[src/design/argb_to_framebuffer_pixel_defines.svh]
// Assertion macros of the pixel conversion pipeline, included by afp_merge.
`ifndef ARGB_TO_FRAMEBUFFER_PIXEL_DEFINES_SVH
`define ARGB_TO_FRAMEBUFFER_PIXEL_DEFINES_SVH

// Same-cycle implication, disabled during reset.
`define AFP_ASSERT_NOW(lbl, ante, cons, msg) \
  lbl: assert property (@(posedge clk) disable iff (rst) (ante) |-> (cons)) else $error(msg);

// Next-cycle implication, disabled during reset.
`define AFP_ASSERT_NEXT(lbl, ante, cons, msg) \
  lbl: assert property (@(posedge clk) disable iff (rst) (ante) |=> (cons)) else $error(msg);

`endif

[src/design/afp_pkg.sv]
// Types and constants of the ARGB to frame buffer pixel pipeline.
`default_nettype none

package afp_pkg;

  localparam int CfgIndexWidth = 3;
  localparam int CfgDataWidth  = 15;

  localparam logic [CfgIndexWidth-1:0] REG_RED_FORMAT   = 3'd0;
  localparam logic [CfgIndexWidth-1:0] REG_GREEN_FORMAT = 3'd1;
  localparam logic [CfgIndexWidth-1:0] REG_BLUE_FORMAT  = 3'd2;
  localparam logic [CfgIndexWidth-1:0] REG_ALPHA_FORMAT = 3'd3;
  localparam logic [CfgIndexWidth-1:0] REG_PIXEL_SIZE   = 3'd4;
  localparam logic [CfgIndexWidth-1:0] REG_SCREEN_W     = 3'd5;
  localparam logic [CfgIndexWidth-1:0] REG_SCREEN_H     = 3'd6;
  localparam logic [CfgIndexWidth-1:0] REG_LINE_STRIDE  = 3'd7;

  localparam logic [8:0]  RST_RED_FORMAT   = 9'd139;
  localparam logic [8:0]  RST_GREEN_FORMAT = 9'd86;
  localparam logic [8:0]  RST_BLUE_FORMAT  = 9'd5;
  localparam logic [8:0]  RST_ALPHA_FORMAT = 9'd0;
  localparam logic        RST_PIXEL_SIZE   = 1'b0;
  localparam logic [12:0] RST_SCREEN_W     = 13'd320;
  localparam logic [12:0] RST_SCREEN_H     = 13'd240;
  localparam logic [14:0] RST_LINE_STRIDE  = 15'd640;

  localparam logic [3:0] CHAN_BITS = 4'd8;
  localparam logic [31:0] HALF_MASK = 32'h0000_FFFF;

  typedef struct packed {
    logic [8:0]  red_format;
    logic [8:0]  green_format;
    logic [8:0]  blue_format;
    logic [8:0]  alpha_format;
    logic        pixel_size_mode;
    logic [12:0] screen_width;
    logic [12:0] screen_height;
    logic [14:0] line_stride_bytes;
  } cfg_t;

  typedef struct packed {
    logic        on;
    logic        half;
    logic [12:0] x;
    logic [12:0] y;
    logic [31:0] argb;
  } clip_t;

  typedef struct packed {
    logic             on;
    logic             half;
    logic [27:0]      row_offset;
    logic [14:0]      col_offset;
    logic [3:0][31:0] chan_word;
  } part_t;

  typedef struct packed {
    logic        write_enable;
    logic        half_word;
    logic [25:0] byte_offset;
    logic [31:0] pixel_word;
  } result_t;

  function automatic logic [31:0] pack_channel(input logic [7:0] chan, input logic [8:0] fmt);
    logic [3:0]  len;
    logic [7:0]  kept;
    logic [31:0] word;
    len  = (fmt[3:0] > CHAN_BITS) ? CHAN_BITS : fmt[3:0];
    kept = chan >> (CHAN_BITS - len);
    word = {24'd0, kept} << fmt[8:4];
    if (len == 4'd0) begin
      word = 32'd0;
    end
    return word;
  endfunction

endpackage

`default_nettype wire

[src/design/afp_cfg_regs.sv]
// Configuration register file of the pixel pipeline.
`default_nettype none

module afp_cfg_regs (
  input  wire logic                                clk,
  input  wire logic                                rst,
  input  wire logic                                cfg_valid,
  output logic                                     cfg_ready,
  input  wire logic [afp_pkg::CfgIndexWidth-1:0]   cfg_index,
  input  wire logic [afp_pkg::CfgDataWidth-1:0]    cfg_data,
  output afp_pkg::cfg_t                            cfg
);

  assign cfg_ready = 1'b1;

  always_ff @(posedge clk) begin
    if (rst) begin
      cfg.red_format        <= afp_pkg::RST_RED_FORMAT;
      cfg.green_format      <= afp_pkg::RST_GREEN_FORMAT;
      cfg.blue_format       <= afp_pkg::RST_BLUE_FORMAT;
      cfg.alpha_format      <= afp_pkg::RST_ALPHA_FORMAT;
      cfg.pixel_size_mode   <= afp_pkg::RST_PIXEL_SIZE;
      cfg.screen_width      <= afp_pkg::RST_SCREEN_W;
      cfg.screen_height     <= afp_pkg::RST_SCREEN_H;
      cfg.line_stride_bytes <= afp_pkg::RST_LINE_STRIDE;
    end else if (cfg_valid) begin
      case (cfg_index)
        afp_pkg::REG_RED_FORMAT:   cfg.red_format        <= cfg_data[8:0];
        afp_pkg::REG_GREEN_FORMAT: cfg.green_format      <= cfg_data[8:0];
        afp_pkg::REG_BLUE_FORMAT:  cfg.blue_format       <= cfg_data[8:0];
        afp_pkg::REG_ALPHA_FORMAT: cfg.alpha_format      <= cfg_data[8:0];
        afp_pkg::REG_PIXEL_SIZE:   cfg.pixel_size_mode   <= cfg_data[0];
        afp_pkg::REG_SCREEN_W:     cfg.screen_width      <= cfg_data[12:0];
        afp_pkg::REG_SCREEN_H:     cfg.screen_height     <= cfg_data[12:0];
        afp_pkg::REG_LINE_STRIDE:  cfg.line_stride_bytes <= cfg_data[14:0];
        default: begin
        end
      endcase
    end
  end

endmodule

`default_nettype wire

[src/design/afp_clip.sv]
// First stage: clip the coordinate against the screen and register the word.
`default_nettype none

module afp_clip #(
  parameter int COORD_WIDTH = 16
) (
  input  wire logic                   clk,
  input  wire logic                   rst,
  input  wire afp_pkg::cfg_t          cfg,
  input  wire logic                   in_valid,
  output logic                        in_ready,
  input  wire logic [COORD_WIDTH-1:0] dest_x,
  input  wire logic [COORD_WIDTH-1:0] dest_y,
  input  wire logic [31:0]            argb_pixel,
  output logic                        out_valid,
  input  wire logic                   out_ready,
  output afp_pkg::clip_t              out_data
);

  logic signed [COORD_WIDTH-1:0] x_s;
  logic signed [COORD_WIDTH-1:0] y_s;
  logic signed [32:0]            x_ext;
  logic signed [32:0]            y_ext;
  logic                          x_on;
  logic                          y_on;

  assign x_s   = dest_x;
  assign y_s   = dest_y;
  assign x_ext = 33'(x_s);
  assign y_ext = 33'(y_s);
  assign x_on  = !x_ext[32] && (x_ext[31:0] < {19'd0, cfg.screen_width});
  assign y_on  = !y_ext[32] && (y_ext[31:0] < {19'd0, cfg.screen_height});

  assign in_ready = !out_valid || out_ready;

  always_ff @(posedge clk) begin
    if (rst) begin
      out_valid <= 1'b0;
    end else if (in_ready) begin
      out_valid <= in_valid;
    end
  end

  always_ff @(posedge clk) begin
    if (in_valid && in_ready) begin
      out_data.on   <= x_on && y_on;
      out_data.half <= !cfg.pixel_size_mode;
      out_data.x    <= x_ext[12:0];
      out_data.y    <= y_ext[12:0];
      out_data.argb <= argb_pixel;
    end
  end

endmodule

`default_nettype wire

[src/design/afp_addr_pack.sv]
// Second stage: row and column offsets and per-channel placement.
`default_nettype none

module afp_addr_pack (
  input  wire logic           clk,
  input  wire logic           rst,
  input  wire afp_pkg::cfg_t  cfg,
  input  wire logic           in_valid,
  output logic                in_ready,
  input  wire afp_pkg::clip_t in_data,
  output logic                out_valid,
  input  wire logic           out_ready,
  output afp_pkg::part_t      out_data
);

  logic [27:0] row_offset;
  logic [14:0] col_offset;

  assign row_offset = {15'd0, in_data.y} * {13'd0, cfg.line_stride_bytes};
  assign col_offset = in_data.half ? {1'b0, in_data.x, 1'b0} : {in_data.x, 2'b00};

  assign in_ready = !out_valid || out_ready;

  always_ff @(posedge clk) begin
    if (rst) begin
      out_valid <= 1'b0;
    end else if (in_ready) begin
      out_valid <= in_valid;
    end
  end

  always_ff @(posedge clk) begin
    if (in_valid && in_ready) begin
      out_data.on           <= in_data.on;
      out_data.half         <= in_data.half;
      out_data.row_offset   <= row_offset;
      out_data.col_offset   <= col_offset;
      out_data.chan_word[0] <= afp_pkg::pack_channel(in_data.argb[23:16], cfg.red_format);
      out_data.chan_word[1] <= afp_pkg::pack_channel(in_data.argb[15:8], cfg.green_format);
      out_data.chan_word[2] <= afp_pkg::pack_channel(in_data.argb[7:0], cfg.blue_format);
      out_data.chan_word[3] <= afp_pkg::pack_channel(in_data.argb[31:24], cfg.alpha_format);
    end
  end

endmodule

`default_nettype wire

[src/design/afp_merge.sv]
// Third stage: add the offsets, merge the channels and hold the result word.
`default_nettype none

`include "argb_to_framebuffer_pixel_defines.svh"

module afp_merge (
  input  wire logic           clk,
  input  wire logic           rst,
  input  wire afp_pkg::cfg_t  cfg,
  input  wire logic           in_valid,
  output logic                in_ready,
  input  wire afp_pkg::part_t in_data,
  output logic                out_valid,
  input  wire logic           out_ready,
  output afp_pkg::result_t    out_data
);

  logic [25:0] offset;
  logic [31:0] word;

  assign offset = in_data.row_offset[25:0] + {11'd0, in_data.col_offset};

  always_comb begin
    word = in_data.chan_word[0] | in_data.chan_word[1] |
           in_data.chan_word[2] | in_data.chan_word[3];
    if (in_data.half) begin
      word = word & afp_pkg::HALF_MASK;
    end
  end

  assign in_ready = !out_valid || out_ready;

  always_ff @(posedge clk) begin
    if (rst) begin
      out_valid <= 1'b0;
    end else if (in_ready) begin
      out_valid <= in_valid;
    end
  end

  always_ff @(posedge clk) begin
    if (in_valid && in_ready) begin
      out_data.write_enable <= in_data.on;
      out_data.half_word    <= in_data.half;
      out_data.byte_offset  <= in_data.on ? offset : 26'd0;
      out_data.pixel_word   <= in_data.on ? word : 32'd0;
    end
  end

  `AFP_ASSERT_NOW(a_off_screen_zero, out_valid && !out_data.write_enable, (out_data.byte_offset == 26'd0) && (out_data.pixel_word == 32'd0), "off-screen word carries data")
  `AFP_ASSERT_NOW(a_half_upper_clear, out_valid && out_data.half_word, out_data.pixel_word[31:16] == 16'd0, "16-bit word has upper bits set")
  `AFP_ASSERT_NOW(a_half_follows_mode, out_valid, out_data.half_word == !cfg.pixel_size_mode, "half_word disagrees with pixel size")
  `AFP_ASSERT_NEXT(a_stall_holds, out_valid && !out_ready, out_valid && $stable(out_data), "stalled result changed")

endmodule

`default_nettype wire

[src/design/argb_to_framebuffer_pixel.sv]
// ARGB to frame buffer pixel converter: top level.
//
// Usage: feed one word per cycle on the s_ channel (dest_x, dest_y and a
// 32-bit ARGB pixel) while s_tready is high. Each word gives one result word on
// the m_ channel with write_enable, byte_offset, pixel_word and half_word. A
// pixel outside the screen gives write_enable 0 with zero offset and pixel data.
// Path: a word accepted on s_ goes through three register stages in order
// (clip, multiply and channel shift, offset add and channel merge), each
// with its own valid, and is offered on m_ from the last of them.
// Throughput: one word per cycle while m_tready is high.
// Stall: when m_tready is low the output word holds; upstream stages keep
// filling until they are all full, then s_tready drops. Nothing is lost.
// Configuration: write cfg_index/cfg_data with cfg_valid while no pixel is in
// flight; cfg_ready is always high.
// Reset: rst (synchronous) empties the pipeline and loads the register
// defaults (16-bit pixels, 320x240, stride 640 bytes).
`default_nettype none

module argb_to_framebuffer_pixel #(
  parameter int COORD_WIDTH = 16
) (
  input  wire logic                              clk,
  input  wire logic                              rst,
  input  wire logic                              s_tvalid,
  output logic                                   s_tready,
  // dest_x, dest_y, argb_pixel (low to high), zero padded to bytes
  input  wire logic [((2*COORD_WIDTH+32+7)/8)*8-1:0] s_tdata,
  output logic                                   m_tvalid,
  input  wire logic                              m_tready,
  // byte_offset, pixel_word (low to high), zero padded
  output logic [63:0]                            m_tdata,
  // write_enable, half_word (low to high)
  output logic [1:0]                             m_tuser,
  input  wire logic                              cfg_valid,
  output logic                                   cfg_ready,
  input  wire logic [afp_pkg::CfgIndexWidth-1:0] cfg_index,
  input  wire logic [afp_pkg::CfgDataWidth-1:0]  cfg_data
);

  afp_pkg::cfg_t    cfg;
  afp_pkg::clip_t   clip_data;
  afp_pkg::part_t   part_data;
  afp_pkg::result_t res_data;
  logic             clip_valid;
  logic             clip_ready;
  logic             part_valid;
  logic             part_ready;

  afp_cfg_regs u_cfg (
    .clk       (clk),
    .rst       (rst),
    .cfg_valid (cfg_valid),
    .cfg_ready (cfg_ready),
    .cfg_index (cfg_index),
    .cfg_data  (cfg_data),
    .cfg       (cfg)
  );

  afp_clip #(
    .COORD_WIDTH (COORD_WIDTH)
  ) u_clip (
    .clk        (clk),
    .rst        (rst),
    .cfg        (cfg),
    .in_valid   (s_tvalid),
    .in_ready   (s_tready),
    .dest_x     (s_tdata[COORD_WIDTH-1:0]),
    .dest_y     (s_tdata[2*COORD_WIDTH-1:COORD_WIDTH]),
    .argb_pixel (s_tdata[2*COORD_WIDTH+31:2*COORD_WIDTH]),
    .out_valid  (clip_valid),
    .out_ready  (clip_ready),
    .out_data   (clip_data)
  );

  afp_addr_pack u_addr_pack (
    .clk       (clk),
    .rst       (rst),
    .cfg       (cfg),
    .in_valid  (clip_valid),
    .in_ready  (clip_ready),
    .in_data   (clip_data),
    .out_valid (part_valid),
    .out_ready (part_ready),
    .out_data  (part_data)
  );

  afp_merge u_merge (
    .clk       (clk),
    .rst       (rst),
    .cfg       (cfg),
    .in_valid  (part_valid),
    .in_ready  (part_ready),
    .in_data   (part_data),
    .out_valid (m_tvalid),
    .out_ready (m_tready),
    .out_data  (res_data)
  );

  assign m_tdata = {6'd0, res_data.pixel_word, res_data.byte_offset};
  assign m_tuser = {res_data.half_word, res_data.write_enable};

endmodule

`default_nettype wire

[config.mk]
export PLATFORM = sky130hd
export DESIGN_NAME = argb_to_framebuffer_pixel
export DESIGN_NICKNAME = d
export VERILOG_FILES = /design/src/design/afp_pkg.sv /design/src/design/afp_cfg_regs.sv /design/src/design/afp_clip.sv /design/src/design/afp_addr_pack.sv /design/src/design/afp_merge.sv /design/src/design/argb_to_framebuffer_pixel.sv
export VERILOG_INCLUDE_DIRS = /design/src /design/src/design
export SDC_FILE = /design/constraint.sdc
export NUM_CORES = 1
export LEC_CHECK = 0
export BUFFER_PORTS_ARGS = -buffer_cell sky130_fd_sc_hd__buf_2
export CAP_MARGIN = 20
export CORE_ASPECT_RATIO = 0.5
export CORE_MARGIN = 2
export CORE_UTILIZATION = 39
export CTS_BUF_LIST = sky130_fd_sc_hd__clkbuf_2
export CTS_CLUSTER_SIZE = 40
export DETAILED_ROUTE_END_ITERATION = 8
export PLACE_DENSITY_LB_ADDON = 0.2
export REMOVE_ABC_BUFFERS = 1
export SYNTH_ARGS = -nofsm -noshare
export SYNTH_HDL_FRONTEND = slang
export SYNTH_SLANG_ARGS = --single-unit
[constraint.sdc]
create_clock -name clk -period 40.1 [get_ports clk]
set_input_delay 2.005 -clock clk [delete_from_list [all_inputs] [get_ports clk]]
set_output_delay 2.005 -clock clk [all_outputs]
set_load 0.02 [all_outputs]
==> metrics list, run 1 <==
- Die area: 0.0649 sq mm
- Across the VDD grid, the largest voltage drop is 15.1 uV.
- In this run the static leakage power is 10.8 nW.
- The synthesized design spends more area on one cell type than any other, namely sky130_fd_sc_hd__edfxtp_1.
- Total of warnings raised by yosys: 0
- The initial antenna violation count is 5.
* Initial core utilization: 0.397
- In the synthesized netlist the async set-or-reset flop fraction comes to 0.
* Post-synth top area share: 0.356
- H-Tree Level Count: 3
* Count of mapped cells out of synthesis: 2371
* Number of enable-type register cells in the synthesized netlist: 290
- By startpoint and endpoint, the worst setup path is classified as flip-flop to flip-flop.
- The routed layout has 17641 vias.
* Buffer type at the clock tree root: sky130_fd_sc_hd__clkbuf_2
- During I/O placement, the number of pins put on the boundary was 156.
- Detailed placement ended at an HPWL of 47300 um.
- After global routing the overflow that remains totals 0.
- Placement row count: 64
- Met2 wire len: 29800 um
- Crit path capture type: flip-flop
- Slew Viols, Final: 0
* Achievable frequency: 169 MHz
- Hold buffers post-CTS: 0
- Wire length the detailed router placed on met1: 29100 um
* Unrepaired setup endpoints after global routing: false
- Post-DP Area: 0.0258 sq mm
- Status: complete, no violations
* Top flip-flop cell by instance count after synthesis: sky130_fd_sc_hd__edfxtp_1
* Die Height: 181 um
- Before antenna repair, the detailed router went through 7 iterations.
- Routability-driven placement finished with a final weighted congestion of 0.881.
- The die is 358 um wide.
- Number of global-route vias before repair: 17109
- Register bit count reported by yosys: 371
- Number of unique standard cell types used by synthesis: 98
- Top routing layer in use: met5
- Post-CTS timing repair inserted 0 buffers for setup.
* Inserted Clock Buffers: 89
* Count of buffers inserted at the top-level ports: 148
- For the pin with the worst max-slew slack, the measured transition is 1.08 ns.
- For this design, the sink count on the clock tree is 371.
- In this run the worst path has a maximum fanout of 15.
- Power density over cell area: 34.5 mW/mm^2
- The clock arrives with 0.0961 ns of skew.
- In this run the tightest slew margin relative to its limit is 0.278.
- Area growth from synthesis to final layout: 9.09%
- STA puts the critical path data required time at 40.88 ns.
- The total area inside the core boundary comes to 0.0616 sq mm.
* Number of hold violations in the final report: 0
- Global-route wire length before repair: 99200 um
* Clock slew at reported path FFs: 0.11 ns
* Max Root-Sink Buffers: 3
* Post-layout instance area: 0.0267 sq mm
- In this run the worst hold path is classified as flip-flop to flip-flop.
- In the final layout, the share of cells above drive strength 1 is 0.148.
- Iter 0 DRT Violations: 1323
- Critical path startpoint category: flip-flop
- Time the final worst path needs with I/O delays and setup: 5.91 ns
- Highest-count cells in the layout ignoring fill and taps: 310 x sky130_fd_sc_hd__nand2_1, 290 x sky130_fd_sc_hd__edfxtp_1, 246 x sky130_fd_sc_hd__inv_1
- Max-cap violations: 0
- Clock tree from TritonCTS: built
- Setup violations remaining at the end of the flow were counted as 0.
* WP data arrival: 6.70 ns
* Total Wirelength: 63600 um
- The routed design uses 3040 um of met3 wire.
- The library cell used most frequently in the layout, excluding fill and tap cells, is sky130_fd_sc_hd__nand2_1.
- WL per Instance: 18.7 um
- In the final design database the tool counted 2844 nets.
- Crit share post-route: 0.147
- Detailed-route vias per instance: 5.18
* Number of remaining DRC errors: 0
- By area the synthesized netlist is led by sky130_fd_sc_hd__edfxtp_1 36%, sky130_fd_sc_hd__fa_1 12%, sky130_fd_sc_hd__dfxtp_1 6.6%.
* Worst skew pair latency: 1.11 ns
- Once the clock tree was built, the resizer swapped 0 gates to a different size.
* Fin Setup TNS: 0 ns
- Of the synthesized area, sequential elements account for 0.422.
- Avg Inst Size Synth: 10.3 sq um
- The mapped netlist covers 0.0245 sq mm.
* Total global-route track usage: 0.199
* Pin count of the biggest net entering global routing: 171
- Once detail routing completed, the nets flagged for antenna violations numbered 0.
[logic make-up after synthesis]
family                   Yosys count  share of synthesized area
AND/OR/NAND/NOR                  798                      0.158
AO/OA/AOI/OAI                    453                      0.130
flip-flops                       371                      0.422
buffers and inverters            369                     0.0602
adder cells (fa/ha/maj)          249                      0.171
multiplexers                      89                     0.0435
XOR/XNOR                          40                     0.0146
other                              2                   0.000307
[layout make-up]
type	count	area, sq um
fill	5961	34900
multi-input combinational	1636	12700
sequential	371	10300
tap	825	1030
inverter	254	961
timing repair buffer	156	813
clock buffer	131	656
clock inverter	29	164
antenna	6	15.0
[synthesized netlist by cell type, types with 35 or more instances]
library cell and n:
sky130_fd_sc_hd__nor3_1 35, sky130_fd_sc_hd__and2_1 128, sky130_fd_sc_hd__a21oi_1 121, sky130_fd_sc_hd__nor2_1 138, sky130_fd_sc_hd__nand2_1 310, sky130_fd_sc_hd__dfxtp_1 81
sky130_fd_sc_hd__ha_1 106, sky130_fd_sc_hd__inv_1 246, sky130_fd_sc_hd__mux2i_1 45, sky130_fd_sc_hd__edfxtp_1 290, sky130_fd_sc_hd__o21ai_0 55, sky130_fd_sc_hd__clkbuf_1 91
sky130_fd_sc_hd__fa_1 143
[power breakdown]
part / total [mW] / internal [mW] / switching (mW) / leakage, nW
registers: 0.459 / 0.441 / 0.0180 / 3.40
logic: 0.202 / 0.0804 / 0.121 / 6.77
clock network: 0.259 / 0.0953 / 0.164 / 0.616
[registers in the layout, indices dropped and copies added, names as in the netlist]
register / cells
u_addr_pack.out_valid: 1
u_clip.out_data: 60
u_cfg.cfg: 78
u_clip.out_valid: 1
u_addr_pack.out_data: 170
u_merge.out_valid: 1
u_merge.out_data: 60
[routing by layer]
layer / up-vias / track usage
met2: 395 / 0.323
met5: - / 0
met4: 2 / 0.0631
li1: 8605 / -
met1: 8531 / 0.269
met3: 108 / 0.0360
[worst max-delay path: stages, from the launching register on]
cell                       delay [ns]
sky130_fd_sc_hd__edfxtp_1        0.63
sky130_fd_sc_hd__and2_1          0.30
sky130_fd_sc_hd__fa_1            0.54
sky130_fd_sc_hd__inv_1           0.05
sky130_fd_sc_hd__fa_1            0.47
sky130_fd_sc_hd__inv_1           0.05
sky130_fd_sc_hd__fa_1            0.50
sky130_fd_sc_hd__fa_1            0.54
sky130_fd_sc_hd__inv_1           0.05
sky130_fd_sc_hd__fa_1            0.53
sky130_fd_sc_hd__inv_1           0.05
sky130_fd_sc_hd__ha_1            0.37
sky130_fd_sc_hd__nand3_1         0.13
sky130_fd_sc_hd__nor4_1          0.66
sky130_fd_sc_hd__o21ai_0         0.26
sky130_fd_sc_hd__nand2_1         0.15
sky130_fd_sc_hd__or2_2           0.12
sky130_fd_sc_hd__a31oi_1         0.08
sky130_fd_sc_hd__xnor2_1         0.13
[metrics by stage]
step	utilization	power (mW)	cells	setup WS, ns	hold slack, ns
2_1_floorplan	-	0.615	2261	24.79	0.400
3_3_place_gp	0.420	0.668	3241	34.22	0.410
3_5_place_dp	0.420	0.670	3241	34.18	0.419
4_1_cts	0.433	0.933	3401	34.17	0.435
5_1_grt	0.433	0.982	3408	33.88	0.473
6_report	0.433	0.920	3408	34.19	0.433
[final timing paths]
kind / from / endpoint / slack [ns] / depth (start not counted)
worst min register to register: u_clip.out_data[59]$_DFFE_PP_ / u_addr_pack.out_data[172]$_DFFE_PP_ / 0.43 / 0
worst max-delay path: u_clip.out_data[41]$_DFFE_PP_ / u_addr_pack.out_data[164]$_DFFE_PP_ / 34.19 / 18
worst max register to register: u_clip.out_data[41]$_DFFE_PP_ / u_addr_pack.out_data[164]$_DFFE_PP_ / 34.19 / 18
worst min-delay path: u_clip.out_data[59]$_DFFE_PP_ / u_addr_pack.out_data[172]$_DFFE_PP_ / 0.43 / 0
No activity file was read; power rests on OpenSTA's default activity.
==> run 2, diff against run 1 <==
clock period = 5.87 ns   (was 40.1 ns; I/O delays follow)
==> metrics list, run 2 (same netlist as run 1, synthesis figures left out) <==
* Number of clock sinks seen by CTS: 371
* P_leak: 11.6 nW
- Initial core utilization: 0.397
- The highest layer touched by signal routing is met5.
* Crit Path Class: flip-flop to flip-flop
* Worst skew pair latency: 1.11 ns
- Area inside the core boundary: 0.0616 sq mm
- The wire-length estimate of the detail-placed layout is 47700 um.
* Worst hold slack: 0.117 ns
- Switching power share of the total: 0.332
- Slew Viols, Final: 0
* Inserted Clock Buffers: 89
- The die is 358 um wide.
- Global-route wire length before repair: 104000 um
- The worst setup path is captured at a flip-flop.
- The tool flagged a number of max-cap violations equal to 0.
- Timing would allow up to 178 MHz.
- Total Wirelength: 66500 um
- At the end of routability-driven placement, the weighted congestion stood at 0.882.
- In this run the vertical extent of the chip is 181 um.
- The largest registers in the layout are u_addr_pack.out_data: 170 flops, u_cfg.cfg: 78 flops.
- In the finished design, the share of the clock period the worst path needs comes to 0.956.
- Fillers: 5814
* Placement row count: 64
- Unrepaired setup endpoints after global routing: false
- Count of buffers inserted at the top-level ports: 148
* Largest register by flop count: u_addr_pack.out_data
- Counting both buffers and inverters, the worst setup path holds a total of 4.
- In this design, the stage delay of the slowest critical-path cell is 0.58 ns.
- Clock-pin slew was measured on the worst setup and hold paths at 0.12 ns.
* H-Tree Level Count: 3
- Cell with the biggest individual delay on the critical path: sky130_fd_sc_hd__edfxtp_1
- WL per Instance: 18.5 um
- Summing all multi-input logic gate instances after layout gives 0.0127 sq mm.
* Total global-route track usage: 0.207
- Buffer type at the clock tree root: sky130_fd_sc_hd__clkbuf_2
* Clock tree from TritonCTS: built
- The worst path in the final design needs a cycle of 5.61 ns, including I/O delays and setup.
- Met2 wire len: 31100 um
* Count of endpoints failing setup in the final report: 0
- Worst IR drop on VDD: 250 uV
* Utilization after layout: 0.464
- Final #Nets: 3032
- The signal on the critical path passes through and2_1 > fa_1 > inv_1 > fa_1 > inv_1 > fa_1 > fa_1 > inv_1 > fa_1 > inv_1 > ha_1 > a21oi_1 > o21ai_0 > a22oi_1 > nand2_1 > or2_2 > a31oi_1 > xnor2_1.
- Wire length the detailed router placed on met1: 29900 um
* Area of all sequential standard cells: 0.0103 sq mm
- Data arrives at the worst endpoint at 6.36 ns.
* Instance count after placement with tap cells included: 3247
* Number of global-route vias before repair: 18557
- Highest-count cells in the layout ignoring fill and taps: 310 x sky130_fd_sc_hd__nand2_1, 290 x sky130_fd_sc_hd__edfxtp_1, 246 x sky130_fd_sc_hd__inv_1
- For this run, the detailed router's first-pass iteration total came to 6.
* Die area: 0.0649 sq mm
* Cell class contributing the biggest share of worst-path delay: adder cells
- For this design the ratio of total power to cell area is 226 mW/mm^2.
* Portion of total power attributed to sequential cells: 0.484
- Worst clock skew on the final layout: 0.139 ns
- In the routed layout, each cell is associated on average with a via count of 5.15.
* Number of hold violations in the final report: 0
- Boundary Pins: 156
- At the pin with the least slew margin, the transition time is 1.04 ns.
- The run finished with clean final reports.
- In this run the tightest slew margin relative to its limit is 0.304.
- Most common cell after layout, fill and taps aside: sky130_fd_sc_hd__nand2_1
* Pin count of the biggest net entering global routing: 171
- Fraction of layout instances using a drive strength above 1: 0.145
- Grt ovf: 0
* Via count: 18543
- Top cell by count, worst path: sky130_fd_sc_hd__fa_1
- For this design the total switching power over the nets is 2.14 mW.
* Class of the tightest hold or removal check: input port to flip-flop
- Max FFs per register: 170
- Detailed route wirelength on metal3: 3460 um
* Routed Antenna Nets: 0
- Number of remaining DRC errors: 0
- Along the worst path, the maximum fanout reaches 11.
- The finished layout holds 3598 standard cells, fillers aside.
* Max Root-Sink Buffers: 3
- Area growth from synthesis to final layout: 16.8%
- Cell internal pwr: 4.32 mW
- STA classifies the critical path startpoint as a flip-flop.
* Combinational cell fraction of total power: 0.232
- The share of total power dissipated in the clock network is 0.284.
- At the worst endpoint, the required time is 6.62 ns.
- Iter 0 DRT Violations: 1319
- The initial antenna violation count came to 7.
## run 2: cell types whose count changed in the layout (fill, tap and decap cells not counted), moves of 2 or more
| cell | delta |
|---|---|
| sky130_fd_sc_hd__dfxtp_2 | +2 |
| sky130_fd_sc_hd__clkbuf_2 | -7 |
| sky130_fd_sc_hd__buf_4 | +21 |
| sky130_fd_sc_hd__clkinv_1 | +9 |
| sky130_fd_sc_hd__diode_2 | -2 |
| sky130_fd_sc_hd__clkinvlp_4 | +2 |
| sky130_fd_sc_hd__dlygate4sd3_1 | +167 |
| sky130_fd_sc_hd__dfxtp_1 | -2 |
## run 2: worst min-delay path: cells and delay by family
family / cells / cell delay (ns)
AO/OA/AOI/OAI: 1 / 0.05
buffers and inverters: 2 / 0.71
AND/OR/NAND/NOR: 1 / 0.07
## run 2: per-stage QoR
stage / cell area [sq um] / setup TNS (ns) / total power, mW / setup WS [ns]
floorplan: 24000 / -1346.61 / 4.20 / -7.92
finish: 28600 / 0 / 6.46 / 0.259
global placement: 25900 / 0 / 4.57 / 0.0560
CTS: 28400 / 0 / 6.51 / 0.163
detailed placement: 25900 / 0 / 4.58 / 0.0403
global route: 28600 / 0 / 6.88 / 0.00387
## run 2: final timing paths
kind,from,endpoint,slack (ns),cells after the start
worst max-delay path,u_clip.out_data[41]$_DFFE_PP_,u_addr_pack.out_data[164]$_DFFE_PP_,0.26,18
worst min-delay path,cfg_data[11],u_cfg.cfg[11]$_SDFFE_PP0P_,0.12,4
worst max register to register,u_clip.out_data[41]$_DFFE_PP_,u_addr_pack.out_data[164]$_DFFE_PP_,0.26,18
worst min register to register,u_clip.out_data[59]$_DFFE_PP_,u_addr_pack.out_data[172]$_DFFE_PP_,0.46,0
## run 2: cell type report
cell class                      instances  area share
Multi-Input combinational cell       1636       0.446
Sequential cell                       371       0.362
Timing Repair Buffer                  344      0.0925
Tap cell                              825      0.0361
Inverter                              254      0.0336
Clock buffer                          124      0.0217
Clock inverter                         40     0.00837
Antenna cell                            4    0.000350
## run 2: routing by layer
metal	track usage	vias up
li1	-	8980
met1	0.273	8970
met2	0.335	466
met3	0.0459	123
met4	0.0756	4
met5	0	-
## run 2: what timing repair did
item / in CTS / in global routing
hold buffers: 167 / 0
buffers inserted: 0 / 15
endpoints found under the hold margin: 149 / 0
gates resized for setup: 1 / 4
setup endpoints to repair: 1 / 5
## run 2: power groups by stage
stage               Sequential (mW)  Clock, mW  Combinational (mW)
floorplan                      3.19          0                1.01
global placement               3.19          0                1.38
detailed placement             3.19          0                1.39
CTS                            3.13       1.90                1.48
global route                   3.15       2.04                1.69
finish                         3.13       1.84                1.50
==> run 3, diff against run 2 <==
CTS_CLUSTER_SIZE = 28   (was 40)
clock period = 6.3 ns   (was 5.87 ns; I/O delays follow)
==> metrics list, run 3 (same netlist as run 1, synthesis figures left out) <==
* WL per Instance: 18.5 um
* Number of clock sinks seen by CTS: 371
* Grt ovf: 0
- Number of hold violations in the final report: 0
- Crit share post-route: 0.930
* Final #Nets: 3006
* Achievable frequency: 171 MHz
* Multi-input logic area: 0.0127 sq mm
- The detail route stage leaves a number of antenna-violating nets equal to 0.
* Worst hold slack: 0.166 ns
* Crit Path Class: flip-flop to flip-flop
- Pin placement for this block handled 156 I/O pins.
* Antenna violations before repair: 3
- Global-route wire length before repair: 104000 um
* Clock tree from TritonCTS: built
* Combinational cell fraction of total power: 0.230
- After filler insertion, the fill cell instance count of the layout stands at 5847.
* Worst clock skew on the final layout: 0.124 ns
* Sum of net half-perimeters after detailed placement: 47400 um
- From left edge to right edge, the die measures 358 um.
- The library cell used most frequently in the layout, excluding fill and tap cells, is sky130_fd_sc_hd__nand2_1.
- Total Power Consumption: 5.93 mW
* Count of endpoints failing setup in the final report: 0
- After clock tree synthesis, the clock-pin slew on the worst setup and hold paths is 0.12 ns.
- Total global-route track usage: 0.206
- Detailed-route vias per instance: 5.15
- Max FFs per register: 170
* Time the final worst path needs with I/O delays and setup: 5.86 ns
- Iter 0 DRT Violations: 1293
- TritonCTS created 88 clock buffers.
* Power dissipated by switching net loads: 1.93 mW
- The share of total power dissipated in sequential elements is 0.492.
- Largest registers: u_addr_pack.out_data: 170 flops, u_cfg.cfg: 78 flops
- For this configuration, the core starts out at a cell density of 0.397.
- Highest-count cells in the layout ignoring fill and taps: 310 x sky130_fd_sc_hd__nand2_1, 290 x sky130_fd_sc_hd__edfxtp_1, 246 x sky130_fd_sc_hd__inv_1
* Post-layout instance area: 0.0283 sq mm
- The later pin in the worst-skew pair is clocked with a latency of 1.11 ns.
- Fraction of layout instances using a drive strength above 1: 0.138
* Buffers inserted during post-CTS setup optimization: 0
* Post-DP Area: 0.0258 sq mm
* Slew Viols, Final: 0
- Max-cap violations: 0
- Buffer type at the clock tree root: sky130_fd_sc_hd__clkbuf_2
- The share of total power dissipated in the clock network is 0.278.
- Across all layers, the routed design uses 18338 vias.
- The count of buffers added on input and output ports is 148.
- Max Root-Sink Buffers: 3
- After detailed routing, the total wire length is 65900 um.
* Minimum setup slack among reg-to-reg paths: 0.44 ns
- Setup repair after global routing left no endpoint under its margin.
- Cell internal pwr: 4.00 mW
- Once the clock tree was built, the resizer swapped 0 gates to a different size.
* WP data arrival: 6.65 ns
- Number of global-route vias before repair: 18406
- Power spread over the standard cell area amounts to 210 mW/mm^2.
- At the pin with the least slew margin, the transition time is 1.13 ns.
- Area inside the core boundary: 0.0616 sq mm
- Critical path startpoint category: flip-flop
- The path class of the tightest hold or removal check is input port to flip-flop.
* Relative slew slack: 0.245
* Pin count of the biggest net entering global routing: 171
- The area growth from synthesis to layout is 15.7%.
- Drt first pass iters: 6
* Die Height: 181 um
- Routability congestion estimate from global placement: 0.881
* Worst IR drop on VDD: 119 uV
- Largest register by flop count: u_addr_pack.out_data
- Fin Setup TNS: 0 ns
* Area of all sequential standard cells: 0.0103 sq mm
* Crit path capture type: flip-flop
- P_leak: 11.5 nW
- Status: complete, no violations
- Largest driver fanout on the critical path: 15
- Required time of the critical path: 7.09 ns
- H-Tree Level Count: 3
- Placement row count: 64
- After detailed routing, the number of remaining DRC violations is 0.
- Switching power share of the total: 0.325
- Die area: 0.0649 sq mm
- Utilization after layout: 0.459
run 3: changes by cell type in the layout (fill, tap and decap cells not counted), sizes merged:
cell	change
buf	-21
clkinv	-10
dlygate4sd3	-4
clkbuf	+2
clkinvlp	-2
diode	-2
run 3: layer usage:
layer / global-route usage / share of wire
met4: 0.0626 / 0.026
met3: 0.0423 / 0.051
met5: 0 / 0.00017
met2: 0.343 / 0.48
met1: 0.271 / 0.45
run 3: repair_timing:
action	in CTS	in global routing
hold endpoints to repair	144	0
hold buffers	163	0
setup endpoints to repair	0	0
run 3: stage by stage:
stage	worst slack [ns]	instances
after floorplan	-7.49	2261
after global placement	0.411	3242
after detailed placement	0.416	3242
after CTS	0.437	3559
after global routing	0.196	3561
final	0.443	3561
run 3: power groups by stage:
stage	sequential (mW)	combinational [mW]	clock (mW)
after global placement	2.97	1.28	0
after floorplan	2.97	0.937	0
after detailed placement	2.98	1.29	0
after global routing	2.94	1.55	1.84
after CTS	2.92	1.37	1.71
final	2.92	1.36	1.65
run 3: final cells by class:
class | count | area share
multi-input combinational | 1636 | 0.449
timing repair buffer | 319 | 0.0864
clock inverter | 28 | 0.00637
clock buffer | 126 | 0.0223
tap | 825 | 0.0365
sequential | 371 | 0.365
antenna | 2 | 0.000177
inverter | 254 | 0.0340
run 3: critical path: stages, from the launching register on:
cell,delay (ns)
sky130_fd_sc_hd__edfxtp_1,0.65
sky130_fd_sc_hd__and2_1,0.30
sky130_fd_sc_hd__fa_1,0.54
sky130_fd_sc_hd__inv_1,0.05
sky130_fd_sc_hd__fa_1,0.47
sky130_fd_sc_hd__inv_1,0.05
sky130_fd_sc_hd__fa_1,0.50
sky130_fd_sc_hd__fa_1,0.54
sky130_fd_sc_hd__inv_1,0.05
sky130_fd_sc_hd__fa_1,0.53
sky130_fd_sc_hd__inv_1,0.05
sky130_fd_sc_hd__ha_1,0.36
sky130_fd_sc_hd__nand3_1,0.13
sky130_fd_sc_hd__nor4_1,0.60
sky130_fd_sc_hd__o21ai_0,0.26
sky130_fd_sc_hd__nand3_1,0.18
sky130_fd_sc_hd__a31o_2,0.16
sky130_fd_sc_hd__a21oi_1,0.07
sky130_fd_sc_hd__xnor2_1,0.12
run 3: path summary, 6_finish.rpt:
kind	startpoint	endpoint	cells after the start
max	u_clip.out_data[41]$_DFFE_PP_	u_addr_pack.out_data[168]$_DFFE_PP_	18
min	cfg_data[9]	u_cfg.cfg[37]$_SDFFE_PP0P_	4
max reg2reg	u_clip.out_data[41]$_DFFE_PP_	u_addr_pack.out_data[168]$_DFFE_PP_	18
min reg2reg	u_clip.out_data[59]$_DFFE_PP_	u_addr_pack.out_data[172]$_DFFE_PP_	0
